`config.mk`:
```
export PLATFORM = sky130hd
export DESIGN_NAME = voice_slot_allocator_envelope
export DESIGN_NICKNAME = d
export VERILOG_FILES = /design/src/vsa_pkg.sv /design/src/vsa_cell.sv /design/src/voice_slot_allocator_envelope.sv
export VERILOG_INCLUDE_DIRS = /design/src /design/src/src
export SDC_FILE = /design/constraint.sdc
export NUM_CORES = 1
export LEC_CHECK = 0
export BUFFER_PORTS_ARGS = -buffer_cell sky130_fd_sc_hd__clkbuf_2
export CORE_AREA = 8 8 275 277
export CTS_CLUSTER_DIAMETER = 150
export CTS_CLUSTER_SIZE = 25
export DETAILED_ROUTE_END_ITERATION = 6
export DIE_AREA = 0 0 283 285
export GPL_TIMING_DRIVEN = 0
export HOLD_SLACK_MARGIN = 0.02
export PLACE_DENSITY_LB_ADDON = 0.3
export RECOVER_POWER = 100
export SYNTH_ARGS = -nofsm -noshare
export SYNTH_HDL_FRONTEND = slang
export SYNTH_SLANG_ARGS = --single-unit
```
`constraint.sdc`:
```
create_clock -name clk -period 7.2 [get_ports clk]
set_input_delay 1.44 -clock clk [delete_from_list [all_inputs] [get_ports clk]]
set_output_delay 1.44 -clock clk [all_outputs]
set_load 0.02 [all_outputs]
```
`src/voice_slot_allocator_envelope_macros.svh`:
```
// Assertion helpers for the voice slot allocator.
`ifndef VOICE_SLOT_ALLOCATOR_ENVELOPE_MACROS_SVH
`define VOICE_SLOT_ALLOCATOR_ENVELOPE_MACROS_SVH

`ifndef SYNTH

// Same-cycle implication, masked during reset.
`define VSA_AST_IMP(lbl, clk, rstn, ante, cons) \
	lbl: assert property (@(posedge clk) disable iff (!(rstn)) (ante) |-> (cons)) \
		else $error("voice allocator assertion failed");

// Next-cycle implication, masked during reset.
`define VSA_AST_NXT(lbl, clk, rstn, ante, cons) \
	lbl: assert property (@(posedge clk) disable iff (!(rstn)) (ante) |=> (cons)) \
		else $error("voice allocator assertion failed");

`else

`define VSA_AST_IMP(lbl, clk, rstn, ante, cons)
`define VSA_AST_NXT(lbl, clk, rstn, ante, cons)

`endif

`endif

```
`src/vsa_pkg.sv`:
```
package vsa_pkg;

	localparam int VOICES      = 4;
	localparam int LEVEL_LIMIT = 256;

	localparam int CNT_W = $clog2(VOICES + 1);

	localparam logic [8:0] LEVEL_TOP = 9'(LEVEL_LIMIT - 1);
	localparam logic [8:0] DECAY_ONE = 9'd256;

	typedef enum logic [1:0] {
		OP_PLAY    = 2'd0,
		OP_RELEASE = 2'd1,
		OP_TICK    = 2'd2,
		OP_READ    = 2'd3
	} op_t;

	typedef enum logic {
		REG_ATTACK  = 1'b0,
		REG_RELEASE = 1'b1
	} reg_idx_t;

	typedef struct packed {
		logic [15:0] pitch_a;
		logic [15:0] pitch_b;
		logic [15:0] pitch_c;
		logic [7:0]  level;
		logic        gate;
		logic [7:0]  key;
	} slot_t;

	typedef struct packed {
		logic       valid;
		op_t        op;
		slot_t      voice;
		logic [7:0] key;
		logic [7:0] attack_step;
		logic [7:0] release_factor;
	} cmd_t;

	function automatic logic [2:0] sat_count(input logic [CNT_W-1:0] c);
		logic [CNT_W+2:0] wide;
		wide = {3'b000, c};
		return (wide > (CNT_W+3)'(7)) ? 3'd7 : wide[2:0];
	endfunction

endpackage

```
`src/vsa_cell.sv`:
```
module vsa_cell import vsa_pkg::*; (
	input  logic             clk,
	input  logic             arst_n,
	input  cmd_t             cmd,
	input  slot_t            upper,
	input  logic             sel,
	input  logic             none_free,
	input  logic             found_in,
	output logic             found_out,
	input  logic [CNT_W-1:0] cnt_in,
	output logic [CNT_W-1:0] cnt_out,
	input  slot_t            rd_in,
	output slot_t            rd_out,
	output slot_t            slot
);

	slot_t       slot_q;
	slot_t       slot_d;
	logic        free;
	logic        claim;
	logic [8:0]  attack_sum;
	logic [8:0]  keep;
	logic [16:0] decay_prod;

	assign free      = (slot_q.level == 8'd0) && !slot_q.gate;
	assign claim     = free && !found_in;
	assign found_out = found_in | free;
	assign cnt_out   = cnt_in + {{(CNT_W-1){1'b0}}, !free};
	assign rd_out    = sel ? slot_q : rd_in;
	assign slot      = slot_q;

	assign attack_sum = {1'b0, slot_q.level} + {1'b0, cmd.attack_step};
	assign keep       = DECAY_ONE - {1'b0, cmd.release_factor};
	assign decay_prod = {9'd0, slot_q.level} * {8'd0, keep};

	always_comb begin
		slot_d = slot_q;
		unique case (cmd.op)
			OP_PLAY: begin
				// lowest free slot takes the voice; if all are busy, shift down
				if (claim) begin
					slot_d = cmd.voice;
				end else if (none_free) begin
					slot_d = upper;
				end
			end
			OP_RELEASE: begin
				if (slot_q.gate && (slot_q.key == cmd.key)) begin
					slot_d.gate = 1'b0;
				end
			end
			OP_TICK: begin
				if (slot_q.gate) begin
					slot_d.level = (attack_sum < LEVEL_TOP) ? attack_sum[7:0] : LEVEL_TOP[7:0];
				end else begin
					slot_d.level = decay_prod[15:8];
				end
			end
			OP_READ: begin
				slot_d = slot_q;
			end
			default: begin
				slot_d = slot_q;
			end
		endcase
	end

	always_ff @(posedge clk or negedge arst_n) begin
		if (!arst_n) begin
			slot_q <= '0;
		end else if (cmd.valid) begin
			slot_q <= slot_d;
		end
	end

endmodule

```
`src/voice_slot_allocator_envelope.sv`:
```
// Channel   Handshake           Contents
// ------    ---------           --------
// command   start / busy        op, pitch_a/b/c, key_id, slot_index
// result    done (one cycle)    read_pitch_a/b/c, read_level/gate/key, voices_active
// config    cfg_we              cfg_index, cfg_wdata
//
// One word per cycle: a command is taken at any edge with start high, and its
// result shows on done in the cycle after. The slot row updates at that edge,
// so the result reads the state the command left behind.
// busy stays low: the cell row never needs a wait state for any command.
// Reset clears all slots (every slot free) and loads the default rates.
// The receiver cannot stall; a result not taken in its cycle is gone.

`include "voice_slot_allocator_envelope_macros.svh"

module voice_slot_allocator_envelope import vsa_pkg::*; (
	input  logic        clk,
	input  logic        arst_n,
	input  logic        start,
	output logic        busy,
	input  logic [1:0]  op,
	input  logic [15:0] pitch_a,
	input  logic [15:0] pitch_b,
	input  logic [15:0] pitch_c,
	input  logic [7:0]  key_id,
	input  logic [1:0]  slot_index,
	output logic        done,
	output logic [15:0] read_pitch_a,
	output logic [15:0] read_pitch_b,
	output logic [15:0] read_pitch_c,
	output logic [7:0]  read_level,
	output logic        read_gate,
	output logic [7:0]  read_key,
	output logic [2:0]  voices_active,
	input  logic        cfg_we,
	input  logic        cfg_index,
	input  logic [7:0]  cfg_wdata
);

	logic       done_q;
	op_t        op_q;
	logic [1:0] idx_q;
	logic [7:0] attack_q;
	logic [7:0] release_q;

	cmd_t             cmd;
	slot_t            rd_word;
	slot_t            upper_chain [VOICES];
	slot_t            slot_chain  [VOICES];
	slot_t            rd_chain    [VOICES+1];
	logic             found_chain [VOICES+1];
	logic [CNT_W-1:0] cnt_chain   [VOICES+1];
	logic             sel         [VOICES];
	logic             none_free;

	// no wait state: the cell row finishes each command without stalling
	assign busy = 1'b0;

	// assemble the command broadcast to every cell
	always_comb begin
		cmd.valid          = start && !busy;
		cmd.op             = op_t'(op);
		cmd.voice.pitch_a  = pitch_a;
		cmd.voice.pitch_b  = pitch_b;
		cmd.voice.pitch_c  = pitch_c;
		cmd.voice.level    = 8'd1;
		cmd.voice.gate     = 1'b1;
		cmd.voice.key      = key_id;
		cmd.key            = key_id;
		cmd.attack_step    = attack_q;
		cmd.release_factor = release_q;
	end

	// chain heads: nothing found below slot 0, no count, no read data
	assign found_chain[0] = 1'b0;
	assign cnt_chain[0]   = '0;
	assign rd_chain[0]    = '0;
	// all busy means every cell loads its upper neighbour; the top one loads the new voice
	assign none_free      = !found_chain[VOICES];

	genvar gi;
	generate
		for (gi = 0; gi < VOICES; gi++) begin : g_cell
			if (gi == VOICES - 1) begin : g_top
				assign upper_chain[gi] = cmd.voice;
			end else begin : g_mid
				assign upper_chain[gi] = slot_chain[gi+1];
			end

			assign sel[gi] = (32'(idx_q) == gi);

			vsa_cell u_cell (
				.clk       (clk),
				.arst_n    (arst_n),
				.cmd       (cmd),
				.upper     (upper_chain[gi]),
				.sel       (sel[gi]),
				.none_free (none_free),
				.found_in  (found_chain[gi]),
				.found_out (found_chain[gi+1]),
				.cnt_in    (cnt_chain[gi]),
				.cnt_out   (cnt_chain[gi+1]),
				.rd_in     (rd_chain[gi]),
				.rd_out    (rd_chain[gi+1]),
				.slot      (slot_chain[gi])
			);
		end
	endgenerate

	// hold the command kind and slot index for the result cycle
	always_ff @(posedge clk or negedge arst_n) begin
		if (!arst_n) begin
			done_q <= 1'b0;
			op_q   <= OP_PLAY;
			idx_q  <= 2'd0;
		end else begin
			done_q <= start && !busy;
			if (start && !busy) begin
				op_q  <= op_t'(op);
				idx_q <= slot_index;
			end
		end
	end

	// rate registers, to be written only while idle; the block itself does not enforce this
	always_ff @(posedge clk or negedge arst_n) begin
		if (!arst_n) begin
			attack_q  <= 8'd12;
			release_q <= 8'd3;
		end else if (cfg_we) begin
			unique case (reg_idx_t'(cfg_index))
				REG_ATTACK:  attack_q  <= cfg_wdata;
				REG_RELEASE: release_q <= cfg_wdata;
				default:     attack_q  <= attack_q;
			endcase
		end
	end

	// drop the slot fields unless the word is a read; the two-bit index always names a slot of the row
	assign rd_word = (op_q == OP_READ) ? rd_chain[VOICES] : '0;

	assign done          = done_q;
	assign read_pitch_a  = rd_word.pitch_a;
	assign read_pitch_b  = rd_word.pitch_b;
	assign read_pitch_c  = rd_word.pitch_c;
	assign read_level    = rd_word.level;
	assign read_gate     = rd_word.gate;
	assign read_key      = rd_word.key;
	assign voices_active = sat_count(cnt_chain[VOICES]);

	`VSA_AST_NXT(a_done_follows_start, clk, arst_n, start && !busy, done)
	`VSA_AST_NXT(a_no_spurious_done, clk, arst_n, !(start && !busy), !done)
	`VSA_AST_IMP(a_play_holds, clk, arst_n, done && (op_q == OP_PLAY), voices_active != '0)
	`VSA_AST_IMP(a_quiet_fields, clk, arst_n, done && (op_q != OP_READ), rd_word == '0)
	`VSA_AST_IMP(a_count_bound, clk, arst_n, 1'b1, cnt_chain[VOICES] <= CNT_W'(VOICES))

endmodule

```
==> results of run 1 <==
## final cells by class
cell class                      instances  area [um^2]
Timing Repair Buffer                  134          636
Fill cell                            7280        44100
Multi-Input combinational cell       1888        16100
Tap cell                              950         1190
Clock inverter                          2         25.0
Antenna cell                            6         15.0
Clock buffer                           16          389
Inverter                              185          694
Buffer                                180          717
Sequential cell                       281         7040
## routing by layer
layer  routed length (um)  vias to the layer above  track usage
met2                36300                      641        0.310
met5                   84                        -            0
met4                 2920                       14       0.0643
met3                 5560                      156       0.0356
li1                     -                     8936            -
met1                34500                     9736        0.260
## Yosys cell counts, types with 53 or more instances
cell type and number:
and3_1 66, inv_1 184, ha_1 165, dfrtp_1 277
mux2_2 74, fa_1 165, nand2_1 325, xnor2_1 53
and2_1 217, mux2i_1 113, a31oi_1 62, clkbuf_1 123
o21ai_1 98, nor2_1 115, o21ai_0 58, mux4_2 65
## through the flow
stage               hold slack, ns  worst slack (ns)   util  total power [mW]
floorplan                    0.465              1.56      -              10.8
global placement             0.489             -1.78  0.373              13.7
detailed placement           0.494             0.207  0.374              13.8
CTS                          0.517             0.161  0.380              14.9
global route                 0.538            0.0335  0.378              16.4
finish                       0.513             0.213  0.378              14.8
## worst max-delay path: stages, from the launching register on
cell and delay (ns):
dfstp_2 0.61, buf_2 0.27, inv_1 0.14, ha_1 0.24
or3b_4 0.28, xor2_1 0.61, clkbuf_1 0.66, and2_0 0.24
fa_1 0.44, fa_1 0.51, fa_1 0.49, inv_1 0.05
fa_1 0.47, inv_1 0.04, ha_1 0.17, a211oi_1 0.19
o211ai_1 0.18, and3_1 0.28, o31a_1 0.29, a21o_1 0.22
xor2_1 0.16, a221o_1 0.32
## cell usage in the layout (no fill, tap or decap), types with 65 or more instances in the layout
master    instances
mux2i_1         113
clkbuf_1        215
nand2_1         325
and2_1          210
mux4_2           65
o21ai_0         133
ha_1            165
dfrtp_1         277
fa_1            165
and3_1           67
mux2_2           73
inv_1           185
nor2_1          116
## sequential cells by signal, indices dropped and copies added, names as in the netlist
name                flops
attack_q                8
done                    1
g_cell.u_cell.slot    260
idx_q                   2
op_q                    2
release_q               8
## cell families after synthesis
group	after synthesis	synth area share
simple gates	818	0.165
xor+xnor	93	0.0333
buf+inv	365	0.0588
mux	255	0.140
other cells	1	0.000152
compound gates	391	0.0992
flops	281	0.285
fa+ha+maj	330	0.218
## power groups by stage
stage / Sequential [mW] / Clock [mW] / Combinational, mW
after CTS: 2.55 / 0.995 / 11.4
after global placement: 2.58 / 0 / 11.2
final: 2.57 / 0.964 / 11.2
after detailed placement: 2.58 / 0 / 11.3
after floorplan: 2.36 / 0 / 8.44
after global routing: 2.62 / 1.03 / 12.8
## repair_timing
item,CTS,global route
resized for setup,0,2
setup endpoints to repair,0,1
endpoints found under the hold margin,0,0
setup buffers,0,0
## worst max-delay path by stage
stage	startpoint	slack (ns)	end
finish	release_q[0]$_DFFE_PN1P_	0.21	g_cell[1].u_cell.slot[13]$_DFFE_PN0P_
global route	release_q[0]$_DFFE_PN1P_	0.03	g_cell[1].u_cell.slot[13]$_DFFE_PN0P_
CTS	release_q[0]$_DFFE_PN1P_	0.16	g_cell[1].u_cell.slot[13]$_DFFE_PN0P_
detailed placement	release_q[0]$_DFFE_PN1P_	0.21	g_cell[1].u_cell.slot[13]$_DFFE_PN0P_
global placement	arst_n	-1.78	g_cell[1].u_cell.slot[16]$_DFFE_PN0P_
floorplan	release_q[0]$_DFFE_PN1P_	1.56	g_cell[1].u_cell.slot[13]$_DFFE_PN0P_
==> impl_metrics.yaml, run 1 <==
synth:
  syn-instance-count: 2534
  ys_top_cells_by_area: "dfrtp_1 28%, fa_1 13%, ha_1 8.4%"
  ys_warn_count: 0
  synth_area_per_cell_um2: 9.73
  syn_area_um2: 24700
  synthArstFlopShare: 1.00
  ys.flop_type: "dfrtp_1"
  ys_seq_area_frac: 0.285
  syn-num-nets: 2937
  synth_edf_count: 0
  yosysUniqueCellTypes: 80
  ys_ff_latch: 281
  synth.largest_area_cell: "dfrtp_1"
  yosysTopAreaCellShare: 0.281
global_routing:
  grt_start_max_net_pins: 102
  antenna_found_initial: 15
  grt_pass1_vias: 20000
  grt_pass1_wl_mm: 123
  grt_overflow: 0
  grt_use_total: 0.192
clocking:
  clockRootBuffer: "clkbuf_16"
  cts-buffers-inserted: 15
  hold_buffers: 0
  path_clk_slew_ns: 0.12
  clk_latency_ns: 0.53
  clockBufferDepth: 3
  cts_tree: "built"
  htree_num_levels: 1
  cts_sinks: 281
power_and_ir_drop:
  p_int_mw: 7.18
  switching_share: 0.514
  p_leak_nw: 11.9
  p_sw_mw: 7.59
  cellPowerDensity_nw_per_um2: 550
  pwr-share-clk: 0.065
  sequentialPowerShare: 0.174
  comb_power_share: 0.761
  ir_drop_uv: 588
placed_design:
  dp.cells: 3618
  gp_congestion: 0.905
  numPortBuffers: 132
  post_dp_cell_area_um2: 26600
  dp_hpwl_mm: 60.2
timing:
  tightest_slew_ns: 5.02
  drv_slew: 98
  period_needed_ns: 6.99
  max_freq_ghz: 0.143
  hold_violations: 0
  finalSetupViolCount: 0
  max_slew_margin: -2.35
  skew_ns: 0.0355
  min_period_over_period: 0.970
  grt_setup_unrepaired: "no"
  fin_setup_tns_ns: 0
routing:
  wire_per_inst_um: 21.8
  drcViolationCount: 0
  drt_pass1_iterations: 6
  vias: 19500
  viasPerCell: 5.35
  drtIter0Drc: 1413
  antenna_left: 0
  wirelength_mm: 79.4
layout:
  area_growth_pct: 8.88
  drive_above_1_share: 0.101
  nets: 3088
  final_area_um2: 26800
  final_cells: 3642
worst_setup_path:
  crit_arrival_ns: 7.40
  cp_max_fo: 10
  start_kind: "flip-flop"
  path_class: "reg2reg"
  r2r-end: "g_cell[1].u_cell.slot[13]$_DFFE_PN0P_"
  endpoint_kind: "flip-flop"
  cp.required_ns: 7.61
  rr_worst_depth: 21
  r2r-start: "release_q[0]$_DFFE_PN1P_"
  ff2ff_setup_slack_ns: 0.21
floorplanning:
  fp-row-count: 98
  start_util: 0.347
  die_y_um: 285
  io_pins: 143
  design.die.area_um2: 80700
  core_um2: 71000
  dieWidth_um: 283
job:
  cap_violations: 1
outcome:
  violations: "max-capacitance violations, max-slew violations"
  status: "finished, violations left"
worst_hold_path:
  hold_end: "g_cell[2].u_cell.slot[37]$_DFFE_PN0P_"
  min_path_cells: 2
  worstHoldStart: "g_cell[2].u_cell.slot[37]$_DFFE_PN0P_"
  min-delay-path-class: "reg2reg"
Note: power is estimated with default switching activity, not from simulation.
==> run 2: changes to the inputs <==
--- a/config.mk
+++ b/config.mk
@@ -7,11 +7,11 @@
 export NUM_CORES = 1
 export LEC_CHECK = 0
 export BUFFER_PORTS_ARGS = -buffer_cell sky130_fd_sc_hd__clkbuf_2
-export CORE_AREA = 8 8 275 277
+export CORE_AREA = 8 8 296 298
 export CTS_CLUSTER_DIAMETER = 150
 export CTS_CLUSTER_SIZE = 25
 export DETAILED_ROUTE_END_ITERATION = 6
-export DIE_AREA = 0 0 283 285
+export DIE_AREA = 0 0 304 306
 export GPL_TIMING_DRIVEN = 0
 export HOLD_SLACK_MARGIN = 0.02
 export PLACE_DENSITY_LB_ADDON = 0.3
==> run 2 against run 1 <==
Compared with the run above: final cell count up 3.7%; via count down 0.48%; die area grew 15%; sequential share of layout area decreased by 0.12 points; the flow finishes with violations (design-rule violations, max-capacitance violations, max-slew violations); flip-flop and latch count did not move; fmax rose by 0.94%; register-to-register slack better by 0.07 ns; hold slack lost 0.0065 ns.
==> impl_metrics.yaml, run 2 (same netlist as run 1, synthesis figures left out) <==
layout:
  final_common_cell: "nand2_1"
  final_cells: 3776
  final_area_um2: 27000
  drive_above_1_share: 0.0985
  register_area_um2: 7040
  area_growth_pct: 9.37
  nets: 3089
  multi_input_area_um2: 16200
  largest_reg_flops: 260
  final_cell_mix: "325 x nand2_1, 277 x dfrtp_1, 227 x clkbuf_1"
  fillers: 8618
placed_design:
  dp.cells: 3749
  post_dp_cell_area_um2: 26800
  dp_hpwl_mm: 62.8
  numPortBuffers: 132
  gp_congestion: 0.893
clocking:
  clk_latency_ns: 0.55
  cts-buffers-inserted: 15
  hold_buffers: 0
  path_clk_slew_ns: 0.12
  clockBufferDepth: 3
  cts_tree: "built"
  clockRootBuffer: "clkbuf_16"
  htree_num_levels: 1
  cts_sinks: 281
worst_hold_path:
  min-delay-path-class: "reg2reg"
  worstHoldStart: "g_cell[2].u_cell.slot[39]$_DFFE_PN0P_"
  min_path_cells: 2
  hold_end: "g_cell[2].u_cell.slot[39]$_DFFE_PN0P_"
floorplanning:
  fp-row-count: 106
  die_y_um: 306
  start_util: 0.297
  io_pins: 143
  core_um2: 82900
  dieWidth_um: 304
  design.die.area_um2: 93000
global_routing:
  antenna_found_initial: 16
  grt_start_max_net_pins: 95
  grt_pass1_vias: 19700
  grt_use_total: 0.172
  grt_overflow: 0
  grt_pass1_wl_mm: 125
timing:
  max_slew_margin: -1.28
  min_period_over_period: 0.961
  max_freq_ghz: 0.144
  period_needed_ns: 6.92
  tightest_slew_ns: 3.42
  skew_ns: 0.0415
  drv_slew: 227
  hold_violations: 0
  grt_setup_unrepaired: "no"
  finalSetupViolCount: 0
  fin_setup_tns_ns: 0
worst_setup_path:
  endpoint_kind: "flip-flop"
  cpMaxStageDelayCell: "dfstp_2"
  ff2ff_setup_slack_ns: 0.28
  path_delay_family: "adder cells"
  r2r-end: "g_cell[1].u_cell.slot[13]$_DFFE_PN0P_"
  path_class: "reg2reg"
  cp.required_ns: 7.64
  r2r-start: "release_q[0]$_DFFE_PN1P_"
  cp_max_fo: 10
  path_cells: "buf_2 -> inv_1 -> ha_1 -> clkbuf_1 -> clkbuf_1 -> nand2_1 -> fa_1 -> fa_1 -> inv_1 -> fa_1 -> fa_1 -> ha_1 -> a211oi_1 -> o211ai_1 -> and3_1 -> o31a_1 -> a21o_1 -> xor2_1 -> a221o_1"
  cp_common_cell: "fa_1"
  crit_start: "release_q[0]$_DFFE_PN1P_"
  rr_worst_depth: 19
  slowest_delay_ns: 0.63
  crit_arrival_ns: 7.37
  crit_buf_inv: 5
  start_kind: "flip-flop"
job:
  cap_violations: 3
routing:
  antenna_left: 0
  drtIter0Drc: 1432
  vias: 19400
  wirelength_mm: 81.6
  viasPerCell: 5.13
  drt_pass1_iterations: 7
  drcViolationCount: 2
  wire_per_inst_um: 21.6
outcome:
  violations: "design-rule violations, max-capacitance violations, max-slew violations"
  status: "finished, violations left"
## run 2: changes by cell type in the layout (fill, tap and decap cells not counted), moves of 2 or more
cell and change:
and2_0 -2, clkbuf_2 +2, buf_16 -2, o21ai_1 +6, and2_1 +2, o21ai_0 -6, clkbuf_1 +12, buf_2 -8
## run 2: repair_timing
action | CTS | global route
buffers inserted | 0 | 0
endpoints found under the setup margin | 0 | 3
resized for setup | 0 | 3
## run 2: metal layers
metal  track usage  up-vias  part of all wire
met5             0        -            0.0014
met4        0.0394       16             0.023
met3        0.0345      106             0.064
met2         0.281      546              0.46
met1         0.234     9762              0.45
li1              -     8959                 -
## run 2: worst max path at each step
stage | cells past startpoint | slack, ns | end
2_1_floorplan | 20 | 1.56 | g_cell[1].u_cell.slot[13]$_DFFE_PN0P_
3_3_place_gp | 1 | -1.83 | g_cell[1].u_cell.slot[11]$_DFFE_PN0P_
3_5_place_dp | 20 | 0.19 | g_cell[1].u_cell.slot[13]$_DFFE_PN0P_
4_1_cts | 20 | 0.17 | g_cell[1].u_cell.slot[13]$_DFFE_PN0P_
5_1_grt | 19 | 0.02 | g_cell[1].u_cell.slot[13]$_DFFE_PN0P_
6_report | 19 | 0.28 | g_cell[1].u_cell.slot[13]$_DFFE_PN0P_
## run 2: worst min-delay path, delay by kind of cell (launching register included)
kind	cells	cell delay, ns
and+or+nand+nor	1	0.05
DFF	1	0.37
AOI/OAI and AO/OA	1	0.06
## run 2: per-stage QoR
step,hold WS (ns),utilization,setup WS (ns)
after global routing,0.531,0.325,0.0216
after detailed placement,0.495,0.323,0.194
final,0.506,0.325,0.278
after global placement,0.489,0.322,-1.83
after CTS,0.517,0.328,0.171
after floorplan,0.465,-,1.56
## run 2: area by class of cell
class | instances | area share
inverters | 185 | 0.0257
flip-flops and latches | 281 | 0.261
clock buffers | 19 | 0.0145
well taps | 1080 | 0.0501
repair buffers | 135 | 0.0219
multi-input cells | 1888 | 0.599
clock inverters | 2 | 0.00107
diodes | 6 | 0.000557
plain buffers | 180 | 0.0262
Power of run 2 is not shown: default switching activity piles up to over one toggle a cycle in this logic, so the estimate is an artifact.
==> run 3: changes to the inputs <==
--- a/config.mk
+++ b/config.mk
@@ -6,12 +6,14 @@
 export SDC_FILE = /design/constraint.sdc
 export NUM_CORES = 1
 export LEC_CHECK = 0
+export ABC_AREA = 1
 export BUFFER_PORTS_ARGS = -buffer_cell sky130_fd_sc_hd__clkbuf_2
-export CORE_AREA = 8 8 296 298
+export CAP_MARGIN = 20
+export CORE_AREA = 8 8 304 306
 export CTS_CLUSTER_DIAMETER = 150
 export CTS_CLUSTER_SIZE = 25
 export DETAILED_ROUTE_END_ITERATION = 6
-export DIE_AREA = 0 0 304 306
+export DIE_AREA = 0 0 312 314
 export GPL_TIMING_DRIVEN = 0
 export HOLD_SLACK_MARGIN = 0.02
 export PLACE_DENSITY_LB_ADDON = 0.3
==> run 3 against run 2 <==
Compared with the run above: the run ends with max-capacitance violations, max-slew violations left; die area rose by 5.3%; first-iteration DRC count up 66%; register-to-register slack better by 0.19 ns; synthesized area up 5.3%; synthesized cell count is 41% higher; critical path depth up 4; critical endpoint is now g_cell[2].u_cell.slot[15]$_DFFE_PN0P_; final cell count grew 30%; utilization shrank 0.096 points; global-route usage grew 2.4 points; non-clock buffer count down 2; worst setup slack improved by 0.19 ns.
==> impl_metrics.yaml, run 3 <==
outcome:
  status: "finished, violations left"
  violations: "max-capacitance violations, max-slew violations"
routing:
  viasPerCell: 5.09
  vias: 25000
  wirelength_mm: 98.7
  drcViolationCount: 0
  drtIter0Drc: 2376
  wire_per_inst_um: 20.1
  antenna_left: 0
  drt_pass1_iterations: 6
clocking:
  cts-buffers-inserted: 15
  clockBufferDepth: 3
  clk_latency_ns: 0.56
  hold_buffers: 0
  path_clk_slew_ns: 0.12
  htree_num_levels: 1
  clockRootBuffer: "clkbuf_16"
  cts_sinks: 281
  cts_tree: "built"
timing:
  min_period_over_period: 0.935
  skew_ns: 0.0516
  tightest_slew_ns: 4.73
  period_needed_ns: 6.73
  drv_slew: 96
  max_freq_ghz: 0.149
  hold_violations: 0
  fin_worst_hold_slack_ns: 0.516
  grt_setup_unrepaired: "no"
  timing.final.ws_setup_ns: 0.467
  max_slew_margin: -2.15
  finalSetupViolCount: 0
job:
  cap_violations: 1
layout:
  drive_above_1_share: 0.0413
  final_common_cell: "nand2_1"
  final_cell_mix: "775 x nand2_1, 585 x inv_1, 429 x nor2_1"
  largest_reg_flops: 260
  final_area_um2: 28400
  area_growth_pct: 9.44
  nets: 4149
  final_core_util: 0.324
synth:
  ys_seq_area_frac: 0.271
  ys_top_cells_by_count: "775 x nand2_1, 583 x inv_1, 422 x nor2_1"
  synth_edf_count: 0
  syn_area_um2: 26000
  yosysUniqueCellTypes: 43
  syn-instance-count: 3585
  synthArstFlopShare: 1.00
  ys.flop_type: "dfrtp_1"
  yosysMostFrequentCell: "nand2_1"
  ys_ff_latch: 281
  ys_warn_count: 0
  ys_top_cells_by_area: "dfrtp_1 27%, fa_1 13%, nand2_1 11%"
  syn-num-nets: 3988
  synth_area_per_cell_um2: 7.24
  yosysTopAreaCellShare: 0.267
  synth.largest_area_cell: "dfrtp_1"
global_routing:
  grt_use_total: 0.196
  grt_overflow: 0
  antenna_found_initial: 4
  grt_start_max_net_pins: 104
  grt_pass1_vias: 25200
  grt_pass1_wl_mm: 152
power_and_ir_drop:
  p_sw_mw: 8.94
  sequentialPowerShare: 0.185
  p_leak_nw: 14.4
  p_int_mw: 6.87
  comb_power_share: 0.752
  switching_share: 0.565
  ir_drop_uv: 359
  pwr-share-clk: 0.063
  cellPowerDensity_nw_per_um2: 556
  power_mw: 15.8
worst_setup_path:
  crit_start: "release_q[0]$_DFFE_PN1P_"
  rr_worst_depth: 23
  start_kind: "flip-flop"
  crit_arrival_ns: 7.19
  path_class: "reg2reg"
  cp.required_ns: 7.66
  r2r-start: "release_q[0]$_DFFE_PN1P_"
  crit_path_end: "g_cell[2].u_cell.slot[15]$_DFFE_PN0P_"
  cp_max_fo: 10
  endpoint_kind: "flip-flop"
  ff2ff_setup_slack_ns: 0.47
  r2r-end: "g_cell[2].u_cell.slot[15]$_DFFE_PN0P_"
placed_design:
  numPortBuffers: 141
  gp_congestion: 0.908
  dp_slack_ns: 0.447
  post_dp_cell_area_um2: 28200
  dp_hpwl_mm: 75.6
floorplanning:
  core_um2: 87600
  die_y_um: 314
  design.die.area_um2: 98000
  io_pins: 143
  start_util: 0.296
  fp-row-count: 109
  dieWidth_um: 312
worst_hold_path:
  min-delay-path-class: "reg2reg"
## run 3: cell count changes in the layout (fill, tap and decap cells not counted), sizes merged, moves of 38 or more
cell / previous run / this run
mux2: 77 / 0
and3: 67 / 0
mux4: 65 / 0
nand2: 325 / 779
xnor2: 54 / 16
mux2i: 113 / 0
nor2: 116 / 432
o21ai: 157 / 277
a21oi: 47 / 231
inv: 187 / 595
nand3: 11 / 111
o211ai: 1 / 123
and2: 217 / 1
## run 3: layer usage
metal	GRT usage	up-vias	wire length, um
met5	0	-	0
met3	0.0274	184	6630
met4	0.0611	0	3500
met1	0.256	12100	42000
li1	-	11800	-
met2	0.336	914	46600
## run 3: power by group through the flow
stage          combinational (mW)  clock [mW]  sequential, mW
4_1_cts                      11.9        1.01            2.90
6_report                     11.9       0.998            2.93
5_1_grt                      13.7        1.06            3.00
3_3_place_gp                 11.8           0            2.92
2_1_floorplan                8.83           0            2.69
3_5_place_dp                 11.8           0            2.93
## run 3: worst min path at each step
stage	to	cells after the start	start	slack (ns)
2_1_floorplan	release_q[3]$_DFFE_PN0P_	2	release_q[3]$_DFFE_PN0P_	0.45
3_3_place_gp	g_cell[3].u_cell.slot[25]$_DFFE_PN0P_	2	g_cell[3].u_cell.slot[25]$_DFFE_PN0P_	0.49
3_5_place_dp	g_cell[3].u_cell.slot[26]$_DFFE_PN0P_	2	g_cell[3].u_cell.slot[26]$_DFFE_PN0P_	0.50
4_1_cts	g_cell[0].u_cell.slot[17]$_DFFE_PN0P_	2	g_cell[1].u_cell.slot[17]$_DFFE_PN0P_	0.50
5_1_grt	g_cell[0].u_cell.slot[17]$_DFFE_PN0P_	2	g_cell[1].u_cell.slot[17]$_DFFE_PN0P_	0.54
6_report	g_cell[0].u_cell.slot[17]$_DFFE_PN0P_	2	g_cell[1].u_cell.slot[17]$_DFFE_PN0P_	0.52
## run 3: metrics by stage
| step | TNS, ns | std cells |
|---|---|---|
| after floorplan | 0 | 3585 |
| after detailed placement | 0 | 4894 |
| final | 0 | 4919 |
| after CTS | 0 | 4915 |
| after global routing | 0 | 4916 |
| after global placement | -522.43 | 4891 |
## run 3: cell type report
type | instances | area, um^2
clock buffers | 19 | 390
clock inverters | 2 | 22.5
well taps | 1165 | 1460
plain buffers | 169 | 763
diodes | 4 | 10.0
flip-flops and latches | 281 | 7040
multi-input cells | 2532 | 15800
fillers | 9706 | 59200
repair buffers | 144 | 688
inverters | 603 | 2260
## run 3: timing repair
| item | CTS | global route |
|---|---|---|
| setup endpoints to repair | 0 | 1 |
| setup buffers | 0 | 0 |
| gates resized for setup | 0 | 1 |
## run 3: logic make-up (layout without fill, tap and decap cells)
logic type,Yosys count,after routing,share of synthesized area
AOI/OAI and AO/OA,759,759,0.171
xor gates and xnor gates,33,33,0.0111
adders and majority gates,330,330,0.207
buffers and inverters,772,937,0.119
DFF,281,281,0.271
other,1,5,0.000144
and+or+nand+nor,1409,1409,0.221
## run 3: worst max-delay path, cell delays in order (launching register included)
cell	delay, ns
dfstp_2	0.62
buf_2	0.33
inv_1	0.10
ha_1	0.23
xnor2_1	0.88
inv_2	0.33
clkbuf_1	0.42
nor2_1	0.27
fa_1	0.47
fa_1	0.48
fa_1	0.50
inv_1	0.05
fa_1	0.48
inv_1	0.05
ha_1	0.35
a21o_1	0.20
nor2_1	0.20
inv_1	0.06
a21oi_1	0.16
nand3_1	0.09
nand3_1	0.12
nand3_1	0.09
nand2_1	0.09
nand2_1	0.05
